## src/rtl/psg_pkg.sv

```systemverilog
// Shared types, constants and the attenuation level table of the sound generator.
`default_nettype none

package psg_pkg;

   // voice numbering and widths
   localparam int unsigned VOICES     = 4;
   localparam int unsigned TONES      = 3;
   localparam int unsigned CNT_W      = 13;
   localparam int unsigned LIMIT_W    = CNT_W + 1;
   localparam int unsigned LFSR_W     = 15;
   localparam int unsigned LEVEL_W    = 14;
   localparam int unsigned SAMPLE_W   = 17;

   // voice memory entry: polarity bit over the phase count
   localparam int unsigned ENTRY_W    = CNT_W + 1;

   typedef logic [1:0] voice_type;

   localparam voice_type NOISE_VOICE = 2'd3;
   localparam voice_type LAST_VOICE  = 2'd3;
   localparam voice_type FIRST_VOICE = 2'd0;

   // item kinds
   localparam logic KIND_WRITE = 1'b0;
   localparam logic KIND_TICK  = 1'b1;

   // attenuation code that mutes a voice
   localparam logic [3:0] ATT_MUTE = 4'hF;

   // noise rate code that borrows the third tone period
   localparam logic [1:0] RATE_TONE = 2'd3;

   localparam logic [LFSR_W-1:0] LFSR_SEED = 15'h4000;

   // per-step control from the sequencer to the voice unit
   typedef struct packed {
      logic                rd_en;
      voice_type           rd_addr;
      logic                run;
      voice_type           voice;
      logic                active;
      logic                white;
      logic [LIMIT_W-1:0]  limit;
   } voice_ctrl_type;

   // 2 dB steps, round(8192 * 10^(-v/10)), code 15 silent
   function automatic logic [LEVEL_W-1:0] level_of(input logic [3:0] att);
      logic [LEVEL_W-1:0] lvl;
      unique case (att)
         4'd0:    lvl = 14'd8192;
         4'd1:    lvl = 14'd6507;
         4'd2:    lvl = 14'd5169;
         4'd3:    lvl = 14'd4106;
         4'd4:    lvl = 14'd3261;
         4'd5:    lvl = 14'd2591;
         4'd6:    lvl = 14'd2058;
         4'd7:    lvl = 14'd1635;
         4'd8:    lvl = 14'd1298;
         4'd9:    lvl = 14'd1031;
         4'd10:   lvl = 14'd819;
         4'd11:   lvl = 14'd651;
         4'd12:   lvl = 14'd517;
         4'd13:   lvl = 14'd411;
         4'd14:   lvl = 14'd326;
         default: lvl = 14'd0;
      endcase
      return lvl;
   endfunction

endpackage

`default_nettype wire

```

## src/rtl/psg_voice_unit.sv

```systemverilog
// Voice state memory (phase count and square polarity) with the count/toggle logic and noise LFSR.
`default_nettype none

module psg_voice_unit (
   input  wire logic                   clock,
   input  wire logic                   reset,
   input  wire psg_pkg::voice_ctrl_type ctrl,
   output logic                        positive
);

   // {polarity, count} per voice; the noise entry's polarity bit is unused
   logic [psg_pkg::ENTRY_W-1:0] mem [psg_pkg::VOICES];
   logic [psg_pkg::VOICES-1:0] vld_ff, vld_in;
   logic [psg_pkg::ENTRY_W-1:0] rd_data_ff;
   logic               rd_vld_ff;
   logic [psg_pkg::LFSR_W-1:0] lfsr_ff, lfsr_in;

   logic [psg_pkg::ENTRY_W-1:0] entry;
   logic [psg_pkg::CNT_W-1:0]   count;
   logic                        pol;
   logic [psg_pkg::LIMIT_W-1:0] next_cnt;
   logic                        hit;
   logic [psg_pkg::CNT_W-1:0]   new_cnt;
   logic                        new_pol;
   logic                        is_noise;
   logic                        fb;
   logic                        wr_en;

   // memory: one write and one read per cycle, read data registered
   always_ff @(posedge clock) begin
      if (wr_en) begin
         mem[ctrl.voice] <= {new_pol, new_cnt};
      end
      if (ctrl.rd_en) begin
         rd_data_ff <= mem[ctrl.rd_addr];
      end
   end

   // entries not yet written read as count zero, polarity positive
   always_ff @(posedge clock) begin
      if (reset) begin
         vld_ff    <= '0;
         rd_vld_ff <= 1'b0;
         lfsr_ff   <= psg_pkg::LFSR_SEED;
      end else begin
         vld_ff  <= vld_in;
         lfsr_ff <= lfsr_in;
         if (ctrl.rd_en) begin
            rd_vld_ff <= vld_ff[ctrl.rd_addr];
         end
      end
   end

   // count advance and toggle/shift decision
   always_comb begin
      entry    = rd_vld_ff ? rd_data_ff : {1'b1, {psg_pkg::CNT_W{1'b0}}};
      count    = entry[psg_pkg::CNT_W-1:0];
      pol      = entry[psg_pkg::ENTRY_W-1];
      is_noise = (ctrl.voice == psg_pkg::NOISE_VOICE);
      next_cnt = {1'b0, count} + psg_pkg::LIMIT_W'(1);
      hit      = (next_cnt >= ctrl.limit);
      new_cnt  = hit ? '0 : next_cnt[psg_pkg::CNT_W-1:0];
      new_pol  = (hit && !is_noise) ? ~pol : pol;
      wr_en    = ctrl.run && ctrl.active;

      vld_in = vld_ff;
      if (wr_en) begin
         vld_in[ctrl.voice] = 1'b1;
      end

      fb      = ctrl.white ? (lfsr_ff[0] ^ lfsr_ff[3]) : lfsr_ff[0];
      lfsr_in = lfsr_ff;
      if (wr_en && is_noise && hit) begin
         lfsr_in = {fb, lfsr_ff[psg_pkg::LFSR_W-1:1]};
      end

      positive = is_noise ? lfsr_in[0] : new_pol;
   end

endmodule

`default_nettype wire

```

## src/rtl/psg_tone_noise_generator.sv

```systemverilog
// Top level of the four-voice tone and noise sound generator.
`default_nettype none

// Four-voice sound generator: three square-wave tones and one LFSR noise voice.
// A word with req_kind = 0 is a register write byte (latch byte when bit 7 is
// set, data byte otherwise), taken with no result. A word with req_kind = 1 is
// a sample tick: the voices are stepped one per cycle, the last one only while
// the output register can take the result, through a shared count/toggle unit
// whose state lives in a four-entry synchronous memory, and each tick gives one
// signed 17-bit rsp_sample (32768 = 1.0). A new word is taken in the cycle the
// previous tick finishes, so a new tick is not taken while the last one is still
// stepping; the result sits in an output register and only holds the block when
// it is still stalled as the next result is ready.

module psg_tone_noise_generator (
   input  wire logic        clock,
   input  wire logic        reset,
   input  wire logic        req_valid,
   output logic             req_stall,
   input  wire logic        req_kind,
   input  wire logic [7:0]  req_data,
   output logic             rsp_valid,
   input  wire logic        rsp_stall,
   output logic signed [16:0] rsp_sample
);

   // programmable registers
   logic [9:0] tone_period_ff [psg_pkg::TONES];
   logic [3:0] att_ff [psg_pkg::VOICES];
   logic [2:0] noise_ctrl_ff;
   logic [1:0] latch_ch_ff;
   logic       latch_vol_ff;

   // sequencer and output
   logic                            busy_ff, busy_in;
   psg_pkg::voice_type              step_ff, step_in;
   logic signed [psg_pkg::SAMPLE_W-1:0] acc_ff, acc_in;
   logic signed [psg_pkg::SAMPLE_W-1:0] sample_ff, sample_in;
   logic                            rsp_valid_ff, rsp_valid_in;

   logic                        accept;
   logic                        accept_tick;
   logic                        accept_write;
   logic                        out_free;
   logic                        run;
   logic                        last;
   logic [3:0]                  cur_att;
   logic [9:0]                  cur_period;
   logic [psg_pkg::LEVEL_W-1:0] lvl;
   logic signed [psg_pkg::SAMPLE_W-1:0] contrib;
   logic                        positive;
   psg_pkg::voice_ctrl_type     ctrl;

   // handshake
   always_comb begin
      out_free     = !rsp_valid_ff || !rsp_stall;
      last         = (step_ff == psg_pkg::LAST_VOICE);
      run          = busy_ff && (!last || out_free);
      req_stall    = busy_ff && !(last && out_free);
      accept       = req_valid && !req_stall;
      accept_tick  = accept && (req_kind == psg_pkg::KIND_TICK);
      accept_write = accept && (req_kind == psg_pkg::KIND_WRITE);
   end

   // parameters of the voice in this step
   always_comb begin
      cur_att    = att_ff[step_ff];
      cur_period = 10'd0;
      if (step_ff != psg_pkg::NOISE_VOICE) begin
         cur_period = tone_period_ff[step_ff];
      end

      ctrl.rd_en   = accept_tick || (run && !last);
      ctrl.rd_addr = accept_tick ? psg_pkg::FIRST_VOICE : step_ff + 2'd1;
      ctrl.run     = run;
      ctrl.voice   = step_ff;
      ctrl.white   = noise_ctrl_ff[2];
      if (step_ff == psg_pkg::NOISE_VOICE) begin
         ctrl.active = (cur_att != psg_pkg::ATT_MUTE);
         if (noise_ctrl_ff[1:0] == psg_pkg::RATE_TONE) begin
            ctrl.limit = {1'b0, tone_period_ff[2], 3'b000};
         end else begin
            ctrl.limit = psg_pkg::LIMIT_W'(128) << noise_ctrl_ff[1:0];
         end
      end else begin
         ctrl.active = (cur_att != psg_pkg::ATT_MUTE) && (cur_period != 10'd0);
         ctrl.limit  = {1'b0, cur_period, 3'b000};
      end
   end

   psg_voice_unit u_voice (
      .clock    (clock),
      .reset    (reset),
      .ctrl     (ctrl),
      .positive (positive)
   );

   // mix: signed level of the stepped voice
   always_comb begin
      lvl     = psg_pkg::level_of(cur_att);
      contrib = '0;
      if (ctrl.active) begin
         contrib = positive ? $signed({3'b000, lvl}) : -$signed({3'b000, lvl});
      end
   end

   // sequencer next state
   always_comb begin
      busy_in      = busy_ff;
      step_in      = step_ff;
      acc_in       = acc_ff;
      sample_in    = sample_ff;
      rsp_valid_in = rsp_valid_ff && rsp_stall;
      if (run) begin
         acc_in  = acc_ff + contrib;
         step_in = step_ff + 2'd1;
         if (last) begin
            sample_in    = acc_ff + contrib;
            rsp_valid_in = 1'b1;
            busy_in      = 1'b0;
         end
      end
      if (accept_tick) begin
         busy_in = 1'b1;
         step_in = psg_pkg::FIRST_VOICE;
         acc_in  = '0;
      end
   end

   always_ff @(posedge clock) begin
      if (reset) begin
         busy_ff      <= 1'b0;
         step_ff      <= psg_pkg::FIRST_VOICE;
         rsp_valid_ff <= 1'b0;
      end else begin
         busy_ff      <= busy_in;
         step_ff      <= step_in;
         rsp_valid_ff <= rsp_valid_in;
      end
      acc_ff    <= acc_in;
      sample_ff <= sample_in;
   end

   // register write bytes
   always_ff @(posedge clock) begin
      if (reset) begin
         for (int i = 0; i < psg_pkg::TONES; i++) begin
            tone_period_ff[i] <= 10'd0;
         end
         for (int i = 0; i < psg_pkg::VOICES; i++) begin
            att_ff[i] <= psg_pkg::ATT_MUTE;
         end
         noise_ctrl_ff <= 3'd0;
         latch_ch_ff   <= 2'd0;
         latch_vol_ff  <= 1'b0;
      end else if (accept_write) begin
         if (req_data[7]) begin
            latch_ch_ff  <= req_data[6:5];
            latch_vol_ff <= req_data[4];
            if (req_data[4]) begin
               att_ff[req_data[6:5]] <= req_data[3:0];
            end else if (req_data[6:5] == psg_pkg::NOISE_VOICE) begin
               noise_ctrl_ff <= req_data[2:0];
            end else begin
               tone_period_ff[req_data[6:5]] <=
                  {tone_period_ff[req_data[6:5]][9:4], req_data[3:0]};
            end
         end else if (!latch_vol_ff && latch_ch_ff != psg_pkg::NOISE_VOICE) begin
            tone_period_ff[latch_ch_ff] <= {req_data[5:0], tone_period_ff[latch_ch_ff][3:0]};
         end
      end
   end

   assign rsp_valid  = rsp_valid_ff;
   assign rsp_sample = sample_ff;

endmodule

`default_nettype wire

```

## config.mk

```make
export PLATFORM = sky130hd
export DESIGN_NAME = psg_tone_noise_generator
export DESIGN_NICKNAME = d
export VERILOG_FILES = /design/src/rtl/psg_pkg.sv /design/src/rtl/psg_voice_unit.sv /design/src/rtl/psg_tone_noise_generator.sv
export SDC_FILE = /design/constraint.sdc
export NUM_CORES = 1
export LEC_CHECK = 0
export BUFFER_PORTS_ARGS = -buffer_cell sky130_fd_sc_hd__buf_2
export CAP_MARGIN = 20
export CORE_MARGIN = 2
export CORE_UTILIZATION = 60
export CTS_CLUSTER_DIAMETER = 150
export CTS_CLUSTER_SIZE = 24
export DETAILED_ROUTE_END_ITERATION = 6
export PLACE_DENSITY = 0.77
export SETUP_SLACK_MARGIN = 0.15
export SLEW_MARGIN = 10
export SYNTH_ARGS = -nofsm -noshare
export SYNTH_HDL_FRONTEND = slang
export SYNTH_SLANG_ARGS = --single-unit
```

## constraint.sdc

```tcl
create_clock -name clock -period 8.2 [get_ports clock]
set_clock_uncertainty 0.2 [all_clocks]
set_input_delay 0.82 -clock clock [delete_from_list [all_inputs] [get_ports clock]]
set_output_delay 0.82 -clock clock [all_outputs]
set_load 0.01 [all_outputs]
```

==> qor.json, run 1 <==
{
  "postLayoutSetupSlackWorst": {"value": 1190, "unit": "ps"},
  "finalNonFillerCells": {"value": 1169},
  "fillerInstances": {"value": 1253},
  "drt_pass_1_iters": {"value": 6},
  "track_usage": {"value": 23.4, "unit": "%"},
  "avgRoutedWirePerCell": {"value": 17.0, "unit": "um"},
  "grt_first_pass_wirelength": {"value": 32.7, "unit": "mm"},
  "cts_hold_buffers": {"value": 0},
  "synth_area_leader_cell": {"value": "sky130_fd_sc_hd__edfxtp_1"},
  "syn2layout_area_growth": {"value": 8.97, "unit": "%"},
  "synth_area_leaders": {"value": "sky130_fd_sc_hd__edfxtp_1 (43%), sky130_fd_sc_hd__dfxtp_1 (9.7%), sky130_fd_sc_hd__ha_1 (4.6%)"},
  "fraction_of_synthesized_cell_area_taken_by_the_top_area_cell_type": {"value": 42.5, "unit": "%"},
  "crit_required": {"value": 8310, "unit": "ps"},
  "vdd_ir_drop_max": {"value": 153, "unit": "uV"},
  "timing.critical_path.max_delay_family": {"value": "compound AO/OA/AOI/OAI gates"},
  "clock_pin_slew_on_the_worst_setup_and_hold_paths": {"value": 70, "unit": "ps"},
  "port_buffers": {"value": 31},
  "std_cell_rows": {"value": 47},
  "synthDistinctLibCells": {"value": 73},
  "dr.first_iter.drc_count": {"value": 450},
  "dp_worst_setup_slack": {"value": 1270, "unit": "ps"},
  "number_of_antenna_repair_diodes": {"value": 0},
  "avgViaCountPerCell": {"value": 5.79},
  "status": {"value": "completed"},
  "globalplace.congestion": {"value": 0.897},
  "clock_insertion_delay_worst_skew": {"value": 440, "unit": "ps"},
  "design_power_total": {"value": 2.08, "unit": "mW"},
  "synth.yosys.seq_area_share": {"value": 52.3, "unit": "%"},
  "grt_pass1_vias": {"value": 6291},
  "setup.worst_path.end_class": {"value": "flop"},
  "grt_antenna_before_repair": {"value": 0},
  "syn-mean-instance-area": {"value": 11.1, "unit": "sq um"},
  "power_density_over_cell_area": {"value": 189, "unit": "nW/um^2"},
  "criticalPathCategory": {"value": "reg2reg"},
  "synthFlopType": {"value": "sky130_fd_sc_hd__edfxtp_1"},
  "multiInputGateArea": {"value": 4550, "unit": "sq um"},
  "clk_root_buffer_cell": {"value": "sky130_fd_sc_hd__clkbuf_16"},
  "grt_max_degree": {"value": 51},
  "die_height": {"value": 134, "unit": "um"},
  "num_vias": {"value": 6768},
  "path_cells": {"value": "nand2_1 > nor4_2 > nand3_1 > xor2_1 > nor2b_1 > ha_1 > a21o_1 > a21o_1 > a221o_1 > o21ai_4 > mux2i_4 > o22ai_4 > xor2_1 > nor2_1 > ha_1 > a211o_1 > a2111oi_0 > o31ai_1 > a41oi_1 > nor4_1 > o21ai_0 > o31a_1 > nand3_1"},
  "cts_tree": {"value": "done"},
  "cpMaxStageDelayCell": {"value": "sky130_fd_sc_hd__dfxtp_1"},
  "finalHoldViolCount": {"value": 0},
  "placed_cells_incl_taps": {"value": 1136},
  "grt_setup_unrepaired": {"value": "no"},
  "ant_nets": {"value": 0},
  "timing.final.crit_period": {"value": 7010, "unit": "ps"},
  "io_pins": {"value": 32},
  "cts_inserted_buffers": {"value": 17},
  "finalMaxSlewViolations": {"value": 0},
  "post_synthesis_cell_area": {"value": 10100, "unit": "sq um"},
  "worstSetupStartpointType": {"value": "flop"},
  "worstMarginPinSlew": {"value": 948, "unit": "ps"},
  "critical_path.max_fanout": {"value": 17},
  "synthesis.instances": {"value": 911},
  "cts.sinks": {"value": 192},
  "clk_path_buf_depth": {"value": 2},
  "yosys_warnings": {"value": 0},
  "cts.repair.resized": {"value": 0},
  "timing.hold.worst.class": {"value": "reg2reg"},
  "ys_async_rst_share": {"value": 0, "unit": "%"},
  "timing.fmax": {"value": 143, "unit": "MHz"},
  "min_period_over_period": {"value": 85.4, "unit": "%"},
  "total_leakage_power": {"value": 4.25, "unit": "nW"},
  "ff_latch_area": {"value": 5280, "unit": "sq um"},
  "finalSetupTns": {"value": 0, "unit": "ps"},
  "detailedPlacementHpwl": {"value": 13.6, "unit": "mm"},
  "cp_data_arrival_time": {"value": 7120, "unit": "ps"},
  "routed_wirelength": {"value": 19.8, "unit": "mm"},
  "design.final.nets": {"value": 987},
  "drive_above_1_share": {"value": 12.2, "unit": "%"},
  "stdcell_area": {"value": 11000, "unit": "sq um"},
  "placement.cell_area": {"value": 10400, "unit": "sq um"},
  "initial_core_util": {"value": 61.1, "unit": "%"},
  "postCtsSetupRepairBufs": {"value": 0},
  "max_slew_margin": {"value": 36.5, "unit": "%"},
  "fp.dieArea": {"value": 17900, "unit": "sq um"},
  "core_region_area": {"value": 16500, "unit": "sq um"},
  "fp.dieW": {"value": 134, "unit": "um"},
  "cts_htree_levels": {"value": 4},
  "synth_edf_count": {"value": 143},
  "cp.buffers_inverters": {"value": 0},
  "overflow": {"value": 0},
  "timing.final.setup_violations": {"value": 0},
  "critical-path-max-stage-delay": {"value": 640, "unit": "ps"},
  "max_cap_viol_count": {"value": 0},
  "ys_ff_latch": {"value": 192},
  "drt_drc_violations_left": {"value": 0}
}
[kinds of logic after synthesis]
kind of cell	count (synthesis)	share of synthesized area, %
fa+ha+maj	38	4.78
mux	47	6.83
flops	192	52.3
xor+xnor	39	3.52
simple gates	370	18.6
buf+inv	64	3.00
other cells	1	0.0372
compound gates	160	11.0
[worst register-to-register path, stage by stage (launching register included)]
cell and delay, ps:
sky130_fd_sc_hd__dfxtp_1 640, sky130_fd_sc_hd__nand2_1 200, sky130_fd_sc_hd__nor4_2 540, sky130_fd_sc_hd__nand3_1 160, sky130_fd_sc_hd__xor2_1 170, sky130_fd_sc_hd__nor2b_1 190, sky130_fd_sc_hd__ha_1 270, sky130_fd_sc_hd__a21o_1 180
sky130_fd_sc_hd__a21o_1 200, sky130_fd_sc_hd__a221o_1 320, sky130_fd_sc_hd__o21ai_4 600, sky130_fd_sc_hd__mux2i_4 610, sky130_fd_sc_hd__o22ai_4 130, sky130_fd_sc_hd__xor2_1 180, sky130_fd_sc_hd__nor2_1 50, sky130_fd_sc_hd__ha_1 380
sky130_fd_sc_hd__a211o_1 320, sky130_fd_sc_hd__a2111oi_0 280, sky130_fd_sc_hd__o31ai_1 170, sky130_fd_sc_hd__a41oi_1 530, sky130_fd_sc_hd__nor4_1 140, sky130_fd_sc_hd__o21ai_0 210, sky130_fd_sc_hd__o31a_1 150, sky130_fd_sc_hd__nand3_1 70
[layout make-up]
| class | instances | share of cell area, % |
|---|---|---|
| Sequential cell | 192 | 48.0 |
| Multi-Input combinational cell | 664 | 41.4 |
| Clock buffer | 18 | 4.10 |
| Tap cell | 220 | 2.50 |
| Timing Repair Buffer | 41 | 2.17 |
| Clock inverter | 14 | 1.23 |
| Inverter | 20 | 0.683 |
[cells in the final DEF (no fill, tap or decap), types with 12 or more instances in the layout]
master                      count
sky130_fd_sc_hd__edfxtp_1     143
sky130_fd_sc_hd__nand2_1      103
sky130_fd_sc_hd__nor2_1        76
sky130_fd_sc_hd__dfxtp_1       49
sky130_fd_sc_hd__a21oi_1       38
sky130_fd_sc_hd__ha_1          37
sky130_fd_sc_hd__nor2b_1       36
sky130_fd_sc_hd__buf_2         32
sky130_fd_sc_hd__and2_1        29
sky130_fd_sc_hd__mux2i_1       28
sky130_fd_sc_hd__a31oi_1       27
sky130_fd_sc_hd__xnor2_1       24
sky130_fd_sc_hd__nand2b_1      23
sky130_fd_sc_hd__nand3_1       22
sky130_fd_sc_hd__inv_1         20
sky130_fd_sc_hd__a211oi_1      20
sky130_fd_sc_hd__and3_1        20
sky130_fd_sc_hd__clkbuf_16     18
sky130_fd_sc_hd__o21ai_0       14
sky130_fd_sc_hd__nor3_1        14
sky130_fd_sc_hd__xor2_1        14
sky130_fd_sc_hd__mux4_2        12
[metal layers]
metal / vias to the layer above / share of wire (%) / wire length (um) / track usage (%)
met2: 177 / 46 / 9080 / 36.1
met4: 0 / 2.1 / 411 / 8.51
met5: - / 0 / 0 / 0
met1: 3191 / 48 / 9490 / 33.8
li1: 3369 / - / - / -
met3: 31 / 4.3 / 859 / 3.65
[state kept, by name, indices dropped and copies added, names as in the netlist, 2 cells and up, named ones only]
name	count
u_voice.rd_data_ff	14
acc_ff	17
u_voice.mem	56
u_voice.lfsr_ff	15
u_voice.vld_ff	4
step_ff	2
noise_ctrl_ff	3
rsp_sample	17
att_ff	16
tone_period_ff	40
latch_ch_ff	2
[cells in the mapped netlist, types with 3 or more instances]
cell,number
sky130_fd_sc_hd__nor3b_1,3
sky130_fd_sc_hd__nand2_1,103
sky130_fd_sc_hd__or3_1,9
sky130_fd_sc_hd__nor3_1,14
sky130_fd_sc_hd__inv_1,20
sky130_fd_sc_hd__o211ai_1,4
sky130_fd_sc_hd__and3_1,20
sky130_fd_sc_hd__xnor2_1,24
sky130_fd_sc_hd__nor4_1,5
sky130_fd_sc_hd__a21oi_1,38
sky130_fd_sc_hd__nand2b_1,23
sky130_fd_sc_hd__dfxtp_1,49
sky130_fd_sc_hd__nor2_1,76
sky130_fd_sc_hd__buf_1,4
sky130_fd_sc_hd__o21ai_0,15
sky130_fd_sc_hd__edfxtp_1,143
sky130_fd_sc_hd__o31ai_1,4
sky130_fd_sc_hd__o21ai_1,7
sky130_fd_sc_hd__nor2b_1,36
sky130_fd_sc_hd__or2_2,9
sky130_fd_sc_hd__mux2i_1,28
sky130_fd_sc_hd__a211oi_1,20
sky130_fd_sc_hd__o21bai_1,4
sky130_fd_sc_hd__mux4_2,12
sky130_fd_sc_hd__ha_1,37
sky130_fd_sc_hd__o22ai_1,3
sky130_fd_sc_hd__buf_2,8
sky130_fd_sc_hd__a21o_1,9
sky130_fd_sc_hd__nand3_1,22
sky130_fd_sc_hd__and2_1,29
sky130_fd_sc_hd__a31oi_1,27
sky130_fd_sc_hd__buf_6,6
sky130_fd_sc_hd__xor2_1,14
sky130_fd_sc_hd__nand4_1,8
sky130_fd_sc_hd__o31a_1,3
sky130_fd_sc_hd__clkbuf_1,24
sky130_fd_sc_hd__o21a_1,4
sky130_fd_sc_hd__mux4_1,3
[where the power goes]
part	internal, mW	total (mW)	leakage (nW)	switching [mW]
logic	0.0665	0.174	2.21	0.107
registers	1.07	1.09	1.75	0.0198
clock network	0.424	0.819	0.290	0.394
[metrics by stage]
step                      util (%)  hold WS [ps]
after floorplan                  -           232
after global placement        62.8           246
after detailed placement      62.9           253
after CTS                     66.5           263
after global routing          66.6           302
final                         66.6           263
[final timing paths]
path	start	to	slack [ps]	cells after the start
min	latch_vol_ff$_SDFFE_PP0P_	latch_vol_ff$_SDFFE_PP0P_	260	2
max reg2reg	u_voice.rd_vld_ff$_SDFFE_PP0P_	acc_ff[16]$_SDFFE_PP0P_	1190	23
min reg2reg	latch_vol_ff$_SDFFE_PP0P_	latch_vol_ff$_SDFFE_PP0P_	260	2
max	u_voice.rd_vld_ff$_SDFFE_PP0P_	acc_ff[16]$_SDFFE_PP0P_	1190	23
Note: power is estimated with default switching activity, not from simulation.
==> run 2, diff against run 1 <==
- clock period: 8.2 -> 8.45 ns (I/O delays scaled with it)
==> run 2 against run 1 <==
Against the previous run: flip-flop and latch count is the same; via count is 1.6% higher; final cell count fell by 0.17%; largest cell class unchanged; die area is the same; global-route usage increased by 0.70 points; first-iteration DRC count increased by 35%; sequential share of layout area rose by 0.19 points; clock power fell by 6.6%; power shrank 4.4%; combinational power is 5% lower; design area shrank 0.39%.
==> qor.json, run 2 (same netlist as run 1, synthesis figures left out) <==
{
  "critical_path.max_fanout": {"value": 16, "change": "-1"},
  "largest_register_ff_count": {"value": 56, "change": "unchanged"},
  "status": {"value": "completed"},
  "dr.first_iter.drc_count": {"value": 607, "change": "+35%"},
  "cts_htree_levels": {"value": 4, "change": "unchanged"},
  "grt_first_pass_wirelength": {"value": 33.7, "unit": "mm", "change": "+3.0%"},
  "fillerInstances": {"value": 1236, "change": "-1.4%"},
  "min_period_over_period": {"value": 82.8, "unit": "%", "change": "-2.7 points"},
  "ff2ff_setup_slack": {"value": 1460, "unit": "ps", "change": "+260 ps"},
  "total_leakage_power": {"value": 4.22, "unit": "nW", "change": "-0.65%"},
  "drt_pass_1_iters": {"value": 5, "change": "-1"},
  "max_slew_margin": {"value": 35.1, "unit": "%", "change": "-1.3 points"},
  "overflow": {"value": 0, "change": "unchanged"},
  "reg2regPathDepth": {"value": 18, "change": "-22%"},
  "finalHoldViolCount": {"value": 0, "change": "unchanged"},
  "clk_root_buffer_cell": {"value": "sky130_fd_sc_hd__clkbuf_16"},
  "ant_nets": {"value": 0, "change": "unchanged"},
  "grt_setup_unrepaired": {"value": "no"},
  "crit_required": {"value": 8430, "unit": "ps", "change": "+120 ps"},
  "avgViaCountPerCell": {"value": 5.89, "change": "+1.8%"},
  "grt_max_degree": {"value": 51, "change": "unchanged"},
  "timing.final.crit_period": {"value": 6990, "unit": "ps", "change": "-12.3 ps"},
  "hold-worst-slack": {"value": 262, "unit": "ps", "change": "-1.16 ps"},
  "clock_pin_slew_on_the_worst_setup_and_hold_paths": {"value": 70, "unit": "ps", "change": "about the same"},
  "worst_setup_path_endpoint": {"value": "rsp_sample[16]$_DFFE_PP_"},
  "fp.dieW": {"value": 134, "unit": "um", "change": "unchanged"},
  "io_pins": {"value": 32, "change": "unchanged"},
  "timing.final.setup_violations": {"value": 0, "change": "unchanged"},
  "design.final.nets": {"value": 985, "change": "-0.20%"},
  "worstMarginPinSlew": {"value": 968, "unit": "ps", "change": "+19.9 ps"},
  "detailedPlacementHpwl": {"value": 13.8, "unit": "mm", "change": "+0.99%"},
  "fp.dieArea": {"value": 17900, "unit": "sq um", "change": "unchanged"},
  "clock_insertion_delay_worst_skew": {"value": 440, "unit": "ps", "change": "about the same"},
  "timing.fmax": {"value": 143, "unit": "MHz", "change": "+0.18%"},
  "cts_tree": {"value": "done"},
  "design_power_total": {"value": 1.99, "unit": "mW", "change": "-4.4%"},
  "postCtsSetupRepairBufs": {"value": 0, "change": "unchanged"},
  "worst_r2r_dst": {"value": "rsp_sample[16]$_DFFE_PP_"},
  "placement.cell_area": {"value": 10400, "unit": "sq um", "change": "-0.16%"},
  "final_cell_mix": {"value": "sky130_fd_sc_hd__edfxtp_1 (143), sky130_fd_sc_hd__nand2_1 (103), sky130_fd_sc_hd__nor2_1 (75), sky130_fd_sc_hd__dfxtp_1 (49), sky130_fd_sc_hd__a21oi_1 (38)"},
  "cts_inserted_buffers": {"value": 17, "change": "unchanged"},
  "cp_data_arrival_time": {"value": 6970, "unit": "ps", "change": "-150 ps"},
  "core_region_area": {"value": 16500, "unit": "sq um", "change": "unchanged"},
  "worstSetupStartpointType": {"value": "flop"},
  "std_cell_rows": {"value": 47, "change": "unchanged"},
  "criticalPathCategory": {"value": "reg2reg"},
  "number_of_antenna_repair_diodes": {"value": 0, "change": "unchanged"},
  "num_vias": {"value": 6878, "change": "+1.6%"},
  "power_density_over_cell_area": {"value": 182, "unit": "nW/um^2", "change": "-4.0%"},
  "cts.sinks": {"value": 192, "change": "unchanged"},
  "grt_antenna_before_repair": {"value": 0, "change": "unchanged"},
  "max_cap_viol_count": {"value": 0, "change": "unchanged"},
  "track_usage": {"value": 24.1, "unit": "%", "change": "+0.70 points"},
  "die_height": {"value": 134, "unit": "um", "change": "unchanged"},
  "timing.hold.worst.class": {"value": "reg2reg"},
  "reg_top3": {"value": "u_voice.mem x56, tone_period_ff x40"},
  "drt_drc_violations_left": {"value": 0, "change": "unchanged"},
  "stdcell_area": {"value": 11000, "unit": "sq um", "change": "-0.39%"},
  "clk_path_buf_depth": {"value": 2, "change": "unchanged"},
  "port_buffers": {"value": 31, "change": "unchanged"},
  "routed_wirelength": {"value": 20.3, "unit": "mm", "change": "+2.6%"},
  "drive_above_1_share": {"value": 12.0, "unit": "%", "change": "-0.19 points"},
  "setup.worst_path.end_class": {"value": "flop"},
  "finalMaxSlewViolations": {"value": 0, "change": "unchanged"},
  "syn2layout_area_growth": {"value": 8.55, "unit": "%"},
  "cts_hold_buffers": {"value": 0, "change": "unchanged"},
  "grt_pass1_vias": {"value": 6562, "change": "+4.3%"},
  "globalplace.congestion": {"value": 0.895, "change": "-0.20%"},
  "initial_core_util": {"value": 61.1, "unit": "%", "change": "unchanged"},
  "finalSetupTns": {"value": 0, "unit": "ps", "change": "unchanged"},
  "registers.top_by_ff_count": {"value": "u_voice.mem"},
  "layout_commonest_cell": {"value": "sky130_fd_sc_hd__edfxtp_1"},
  "avgRoutedWirePerCell": {"value": 17.4, "unit": "um", "change": "+2.8%"},
  "cts.repair.resized": {"value": 0, "change": "unchanged"},
  "vdd_ir_drop_max": {"value": 153, "unit": "uV", "change": "-0.28%"}
}
==> run 2: metal layers <==
metal	share of wire (%)	GRT usage (%)	up-vias	wire (um)
met5	0	0	-	0
met4	2.8	10.5	0	570
met3	4.4	3.54	39	891
met2	47	37.7	197	9460
met1	46	33.8	3283	9420
li1	-	-	3359	-
==> run 2: stage by stage <==
stage / setup WS (ps) / util [%] / cells
global placement: 1730 / 62.8 / 1134
detailed placement: 1540 / 62.8 / 1134
CTS: 1520 / 66.2 / 1166
floorplan: 2640 / - / 920
finish: 1460 / 66.3 / 1167
global route: 754 / 66.3 / 1167
==> run 2: cell type report <==
cell class / count / area (sq um) / share of cell area, %
clock buffer: 18 / 439 / 4.01
tap: 220 / 275 / 2.51
timing repair buffer: 39 / 223 / 2.03
clock inverter: 14 / 118 / 1.07
sequential: 192 / 5280 / 48.1
multi-input combinational: 664 / 4550 / 41.5
inverter: 20 / 75.1 / 0.685
==> run 2: power breakdown <==
part | leakage, nW | internal, mW | switching [mW]
clock network | 0.273 | 0.412 | 0.352
logic | 2.20 | 0.0632 | 0.103
registers | 1.75 | 1.04 | 0.0207
==> run 2: worst min-delay path by stage <==
stage                                    from                              to  slack (ps)  depth (start not counted)
3_5_place_dp        latch_vol_ff$_SDFFE_PP0P_       latch_vol_ff$_SDFFE_PP0P_         250                          2
4_1_cts             latch_vol_ff$_SDFFE_PP0P_       latch_vol_ff$_SDFFE_PP0P_         260                          2
6_report            latch_vol_ff$_SDFFE_PP0P_       latch_vol_ff$_SDFFE_PP0P_         260                          2
5_1_grt             latch_vol_ff$_SDFFE_PP0P_       latch_vol_ff$_SDFFE_PP0P_         280                          2
2_1_floorplan  u_voice.vld_ff[3]$_SDFFE_PP0P_  u_voice.vld_ff[3]$_SDFFE_PP0P_         230                          2
3_3_place_gp   u_voice.vld_ff[3]$_SDFFE_PP0P_  u_voice.vld_ff[3]$_SDFFE_PP0P_         240                          2
==> run 2: critical path, cell delays in order (launching register included) <==
cell	delay [ps]
sky130_fd_sc_hd__dfxtp_1	940
sky130_fd_sc_hd__mux4_2	640
sky130_fd_sc_hd__nor2b_1	150
sky130_fd_sc_hd__a31oi_1	160
sky130_fd_sc_hd__ha_1	270
sky130_fd_sc_hd__a21oi_1	170
sky130_fd_sc_hd__a21oi_1	120
sky130_fd_sc_hd__o21ai_0	550
sky130_fd_sc_hd__a21boi_0	220
sky130_fd_sc_hd__nor3_2	820
sky130_fd_sc_hd__o22ai_4	170
sky130_fd_sc_hd__xor2_1	180
sky130_fd_sc_hd__nor2_1	60
sky130_fd_sc_hd__ha_1	370
sky130_fd_sc_hd__a211o_1	310
sky130_fd_sc_hd__a2111oi_0	300
sky130_fd_sc_hd__o31ai_1	160
sky130_fd_sc_hd__a41oi_1	530
sky130_fd_sc_hd__xnor3_1	400
==> run 3, diff against run 2 <==
- CORE_UTILIZATION: 60 -> 57
- clock period: 8.45 -> 6.3 ns (I/O delays scaled with it)
==> run 3 against run 2 <==
Against the previous run: wire length rose by 0.50%; critical path depth is 2 higher; register-to-register slack got worse by 880 ps; clock-buffer cell count grew 1; first-iteration DRC count fell by 3.0%; non-clock buffer count grew 15; critical path type unchanged; largest cell class unchanged.
==> qor.json, run 3 (same netlist as run 1, synthesis figures left out) <==
{
  "design_power_total": {"value": 2.78, "unit": "mW", "change": "+40%"},
  "path_cells": {"value": "and2_1 > ha_1 > nand4_1 > xnor2_1 > and2_1 > ha_1 > and3_1 > a221o_1 > o21ai_4 > mux2i_4 > o22ai_4 > xor2_1 > nor2_1 > ha_1 > a211o_1 > a2111oi_1 > o31ai_2 > a41oi_2 > buf_4 > xnor3_1"},
  "timing.critical_path.max_delay_family": {"value": "compound AO/OA/AOI/OAI gates"},
  "die_height": {"value": 137, "unit": "um", "change": "+2.5%"},
  "reg2regPathDepth": {"value": 20, "change": "+2"},
  "core_region_area": {"value": 17300, "unit": "sq um", "change": "+4.7%"},
  "dr.first_iter.drc_count": {"value": 589, "change": "-3.0%"},
  "num_vias": {"value": 6908, "change": "+0.44%"},
  "grt_antenna_before_repair": {"value": 0, "change": "unchanged"},
  "power_density_over_cell_area": {"value": 248, "unit": "nW/um^2", "change": "+37%"},
  "max_slew_margin": {"value": 41.4, "unit": "%", "change": "+6.3 points"},
  "holdCritStartpoint": {"value": "latch_vol_ff$_SDFFE_PP0P_"},
  "reg_top3": {"value": "u_voice.mem x56, tone_period_ff x40"},
  "ff_latch_area": {"value": 5280, "unit": "sq um", "change": "about the same"},
  "setup.worst_path.end_class": {"value": "flop"},
  "worstMarginPinSlew": {"value": 878, "unit": "ps", "change": "-89.3 ps"},
  "layout_commonest_cell": {"value": "sky130_fd_sc_hd__edfxtp_1"},
  "cp.buffers_inverters": {"value": 1, "change": "+1"},
  "detailedPlacementHpwl": {"value": 14.0, "unit": "mm", "change": "+1.6%"},
  "io_pins": {"value": 32, "change": "unchanged"},
  "finalMaxSlewViolations": {"value": 0, "change": "unchanged"},
  "timing.hold.worst.class": {"value": "reg2reg"},
  "worst_setup_path_startpoint": {"value": "u_voice.rd_vld_ff$_SDFFE_PP0P_"},
  "criticalPathCategory": {"value": "reg2reg"},
  "std_cell_rows": {"value": 48, "change": "+2.1%"},
  "grt_setup_unrepaired": {"value": "no"},
  "grt_max_degree": {"value": 51, "change": "unchanged"},
  "cts_inserted_buffers": {"value": 17, "change": "unchanged"},
  "clk_root_buffer_cell": {"value": "sky130_fd_sc_hd__clkbuf_16"},
  "globalplace.congestion": {"value": 0.879, "change": "-1.8%"},
  "worst_r2r_dst": {"value": "rsp_sample[16]$_DFFE_PP_"},
  "fp.dieW": {"value": 137, "unit": "um", "change": "+2.5%"},
  "worstSetupStartpointType": {"value": "flop"},
  "avgRoutedWirePerCell": {"value": 17.2, "unit": "um", "change": "-1.2%"},
  "clock_pin_slew_on_the_worst_setup_and_hold_paths": {"value": 70, "unit": "ps", "change": "about the same"},
  "dp_worst_setup_slack": {"value": 205, "unit": "ps", "change": "-1340 ps"},
  "pwr-share-seq": {"value": 51.0, "unit": "%", "change": "-2.2 points"},
  "total_switching_power": {"value": 0.662, "unit": "mW", "change": "+39%"},
  "reg2reg_from": {"value": "u_voice.rd_vld_ff$_SDFFE_PP0P_"},
  "timing.fmax": {"value": 175, "unit": "MHz", "change": "+22%"},
  "drt_pass_1_iters": {"value": 5, "change": "unchanged"},
  "track_usage": {"value": 23.2, "unit": "%", "change": "-0.88 points"},
  "cp_data_arrival_time": {"value": 5710, "unit": "ps", "change": "-1260 ps"},
  "power.clock.fraction": {"value": 40.8, "unit": "%", "change": "+2.3 points"},
  "min_period_over_period": {"value": 90.8, "unit": "%", "change": "+8.1 points"},
  "power_switching_share": {"value": 23.8, "unit": "%", "change": "-0.082 points"},
  "overflow": {"value": 0, "change": "unchanged"},
  "largest_register_ff_count": {"value": 56, "change": "unchanged"},
  "grt_pass1_vias": {"value": 6604, "change": "+0.64%"},
  "finalHoldViolCount": {"value": 0, "change": "unchanged"},
  "multiInputGateArea": {"value": 4580, "unit": "sq um", "change": "+0.71%"},
  "pwr-share-comb": {"value": 8.2, "unit": "%", "change": "about the same"},
  "timing.final.crit_period": {"value": 5720, "unit": "ps", "change": "-1270 ps"},
  "clk_path_buf_depth": {"value": 2, "change": "unchanged"},
  "cts_tree": {"value": "done"},
  "finalSetupTns": {"value": 0, "unit": "ps", "change": "unchanged"},
  "vdd_ir_drop_max": {"value": 199, "unit": "uV", "change": "+30%"},
  "number_of_antenna_repair_diodes": {"value": 0, "change": "unchanged"},
  "registers.top_by_ff_count": {"value": "u_voice.mem"},
  "cts_htree_levels": {"value": 4, "change": "unchanged"},
  "critical_path.max_fanout": {"value": 17, "change": "+1"},
  "postLayoutSetupSlackWorst": {"value": 577, "unit": "ps", "change": "-880 ps"},
  "util_after_layout": {"value": 64.6, "unit": "%", "change": "-1.7 points"},
  "status": {"value": "completed"},
  "syn2layout_area_growth": {"value": 10.7, "unit": "%"},
  "initial_core_util": {"value": 58.4, "unit": "%", "change": "-2.7 points"},
  "drt_drc_violations_left": {"value": 0, "change": "unchanged"},
  "routed_wirelength": {"value": 20.4, "unit": "mm", "change": "+0.50%"},
  "avgViaCountPerCell": {"value": 5.82, "change": "-1.3%"},
  "port_buffers": {"value": 31, "change": "unchanged"},
  "timing.final.setup_violations": {"value": 0, "change": "unchanged"},
  "drive_above_1_share": {"value": 14.0, "unit": "%", "change": "+2.0 points"},
  "ff2ff_setup_slack": {"value": 580, "unit": "ps", "change": "-880 ps"},
  "max_cap_viol_count": {"value": 0, "change": "unchanged"},
  "cpMaxStageDelayCell": {"value": "sky130_fd_sc_hd__dfxtp_2"},
  "timing.critical_path.depth": {"value": 20, "change": "+2"},
  "fillerInstances": {"value": 1345, "change": "+8.8%"},
  "critical-path-max-stage-delay": {"value": 470, "unit": "ps", "change": "-470 ps"},
  "clock_insertion_delay_worst_skew": {"value": 440, "unit": "ps", "change": "about the same"},
  "critical-path-top-cell-by-count": {"value": "sky130_fd_sc_hd__ha_1"},
  "grt_first_pass_wirelength": {"value": 33.6, "unit": "mm", "change": "-0.39%"},
  "final_cell_mix": {"value": "sky130_fd_sc_hd__edfxtp_1 (143), sky130_fd_sc_hd__nand2_1 (103), sky130_fd_sc_hd__nor2_1 (76), sky130_fd_sc_hd__dfxtp_1 (47)"},
  "cts_hold_buffers": {"value": 0, "change": "unchanged"},
  "crit_required": {"value": 6280, "unit": "ps", "change": "-2150 ps"},
  "fp.dieArea": {"value": 18800, "unit": "sq um", "change": "+5.1%"},
  "total_leakage_power": {"value": 4.34, "unit": "nW", "change": "+2.7%"},
  "design.final.nets": {"value": 1000, "change": "+1.5%"},
  "cts.sinks": {"value": 192, "change": "unchanged"},
  "ant_nets": {"value": 0, "change": "unchanged"},
  "hold-worst-slack": {"value": 260, "unit": "ps", "change": "-2.46 ps"},
  "worst_setup_path_endpoint": {"value": "rsp_sample[16]$_DFFE_PP_"},
  "cellInternalPower": {"value": 2.11, "unit": "mW", "change": "+40%"}
}
[run 3: changes by cell type in the layout (fill, tap and decap cells not counted), moves of 2 or more]
cell                       previous run  this run
sky130_fd_sc_hd__dfxtp_1             49        47
sky130_fd_sc_hd__dfxtp_2              0         2
sky130_fd_sc_hd__clkinv_4             4         0
sky130_fd_sc_hd__inv_8                0         2
sky130_fd_sc_hd__inv_6                1         7
sky130_fd_sc_hd__buf_4                7        22
sky130_fd_sc_hd__clkinv_2             5         0
[run 3: how the worst min path moves through the flow]
stage	end	slack [ps]	cells past startpoint
final	latch_vol_ff$_SDFFE_PP0P_	260	2
after detailed placement	u_voice.lfsr_ff[14]$_SDFFE_PP1N_	250	1
after CTS	latch_vol_ff$_SDFFE_PP0P_	260	2
after global routing	acc_ff[4]$_SDFFE_PP0P_	280	2
after global placement	u_voice.vld_ff[3]$_SDFFE_PP0P_	240	2
after floorplan	u_voice.vld_ff[3]$_SDFFE_PP0P_	230	2
[run 3: per-layer routing]
metal  track usage (%)  wire length (um)  up-vias
li1                  -                 -     3402
met1              32.6              9400     3268
met2              36.4              9540      202
met3              4.26              1050       36
met4              7.90               463        0
met5                 0                 0        -
[run 3: through the flow]
step / std cells / cell area [sq um]
2_1_floorplan: 920 / 10100
3_3_place_gp: 1148 / 10500
3_5_place_dp: 1148 / 10500
4_1_cts: 1180 / 11100
5_1_grt: 1187 / 11200
6_report: 1187 / 11200
[run 3: layout make-up]
cell class / instances / area share [%]
Tap cell: 225 / 2.52
Multi-Input combinational cell: 664 / 41.0
Clock inverter: 13 / 1.41
Inverter: 20 / 0.672
Timing Repair Buffer: 54 / 3.00
Clock buffer: 19 / 4.15
Sequential cell: 192 / 47.2
[run 3: repair_timing]
action                                  CTS  global route
gates resized for setup                   1             7
endpoints found under the setup margin    1            11
buffers inserted                          0             5
pin swaps                                 0             1
[run 3: worst register-to-register path, stage by stage, from the launching register on]
cell	delay (ps)
sky130_fd_sc_hd__dfxtp_2	470
sky130_fd_sc_hd__and2_1	220
sky130_fd_sc_hd__ha_1	290
sky130_fd_sc_hd__nand4_1	140
sky130_fd_sc_hd__xnor2_1	150
sky130_fd_sc_hd__and2_1	170
sky130_fd_sc_hd__ha_1	310
sky130_fd_sc_hd__and3_1	220
sky130_fd_sc_hd__a221o_1	420
sky130_fd_sc_hd__o21ai_4	200
sky130_fd_sc_hd__mux2i_4	410
sky130_fd_sc_hd__o22ai_4	120
sky130_fd_sc_hd__xor2_1	160
sky130_fd_sc_hd__nor2_1	140
sky130_fd_sc_hd__ha_1	320
sky130_fd_sc_hd__a211o_1	330
sky130_fd_sc_hd__a2111oi_1	330
sky130_fd_sc_hd__o31ai_2	160
sky130_fd_sc_hd__a41oi_2	260
sky130_fd_sc_hd__buf_4	170
sky130_fd_sc_hd__xnor3_1	280
[run 3: power groups by stage]
stage | clock [mW] | combinational [mW] | sequential, mW
floorplan | 0 | 0.171 | 1.43
finish | 1.13 | 0.229 | 1.41
global route | 1.19 | 0.255 | 1.42
detailed placement | 0 | 0.224 | 1.44
CTS | 1.15 | 0.226 | 1.41
global placement | 0 | 0.220 | 1.44
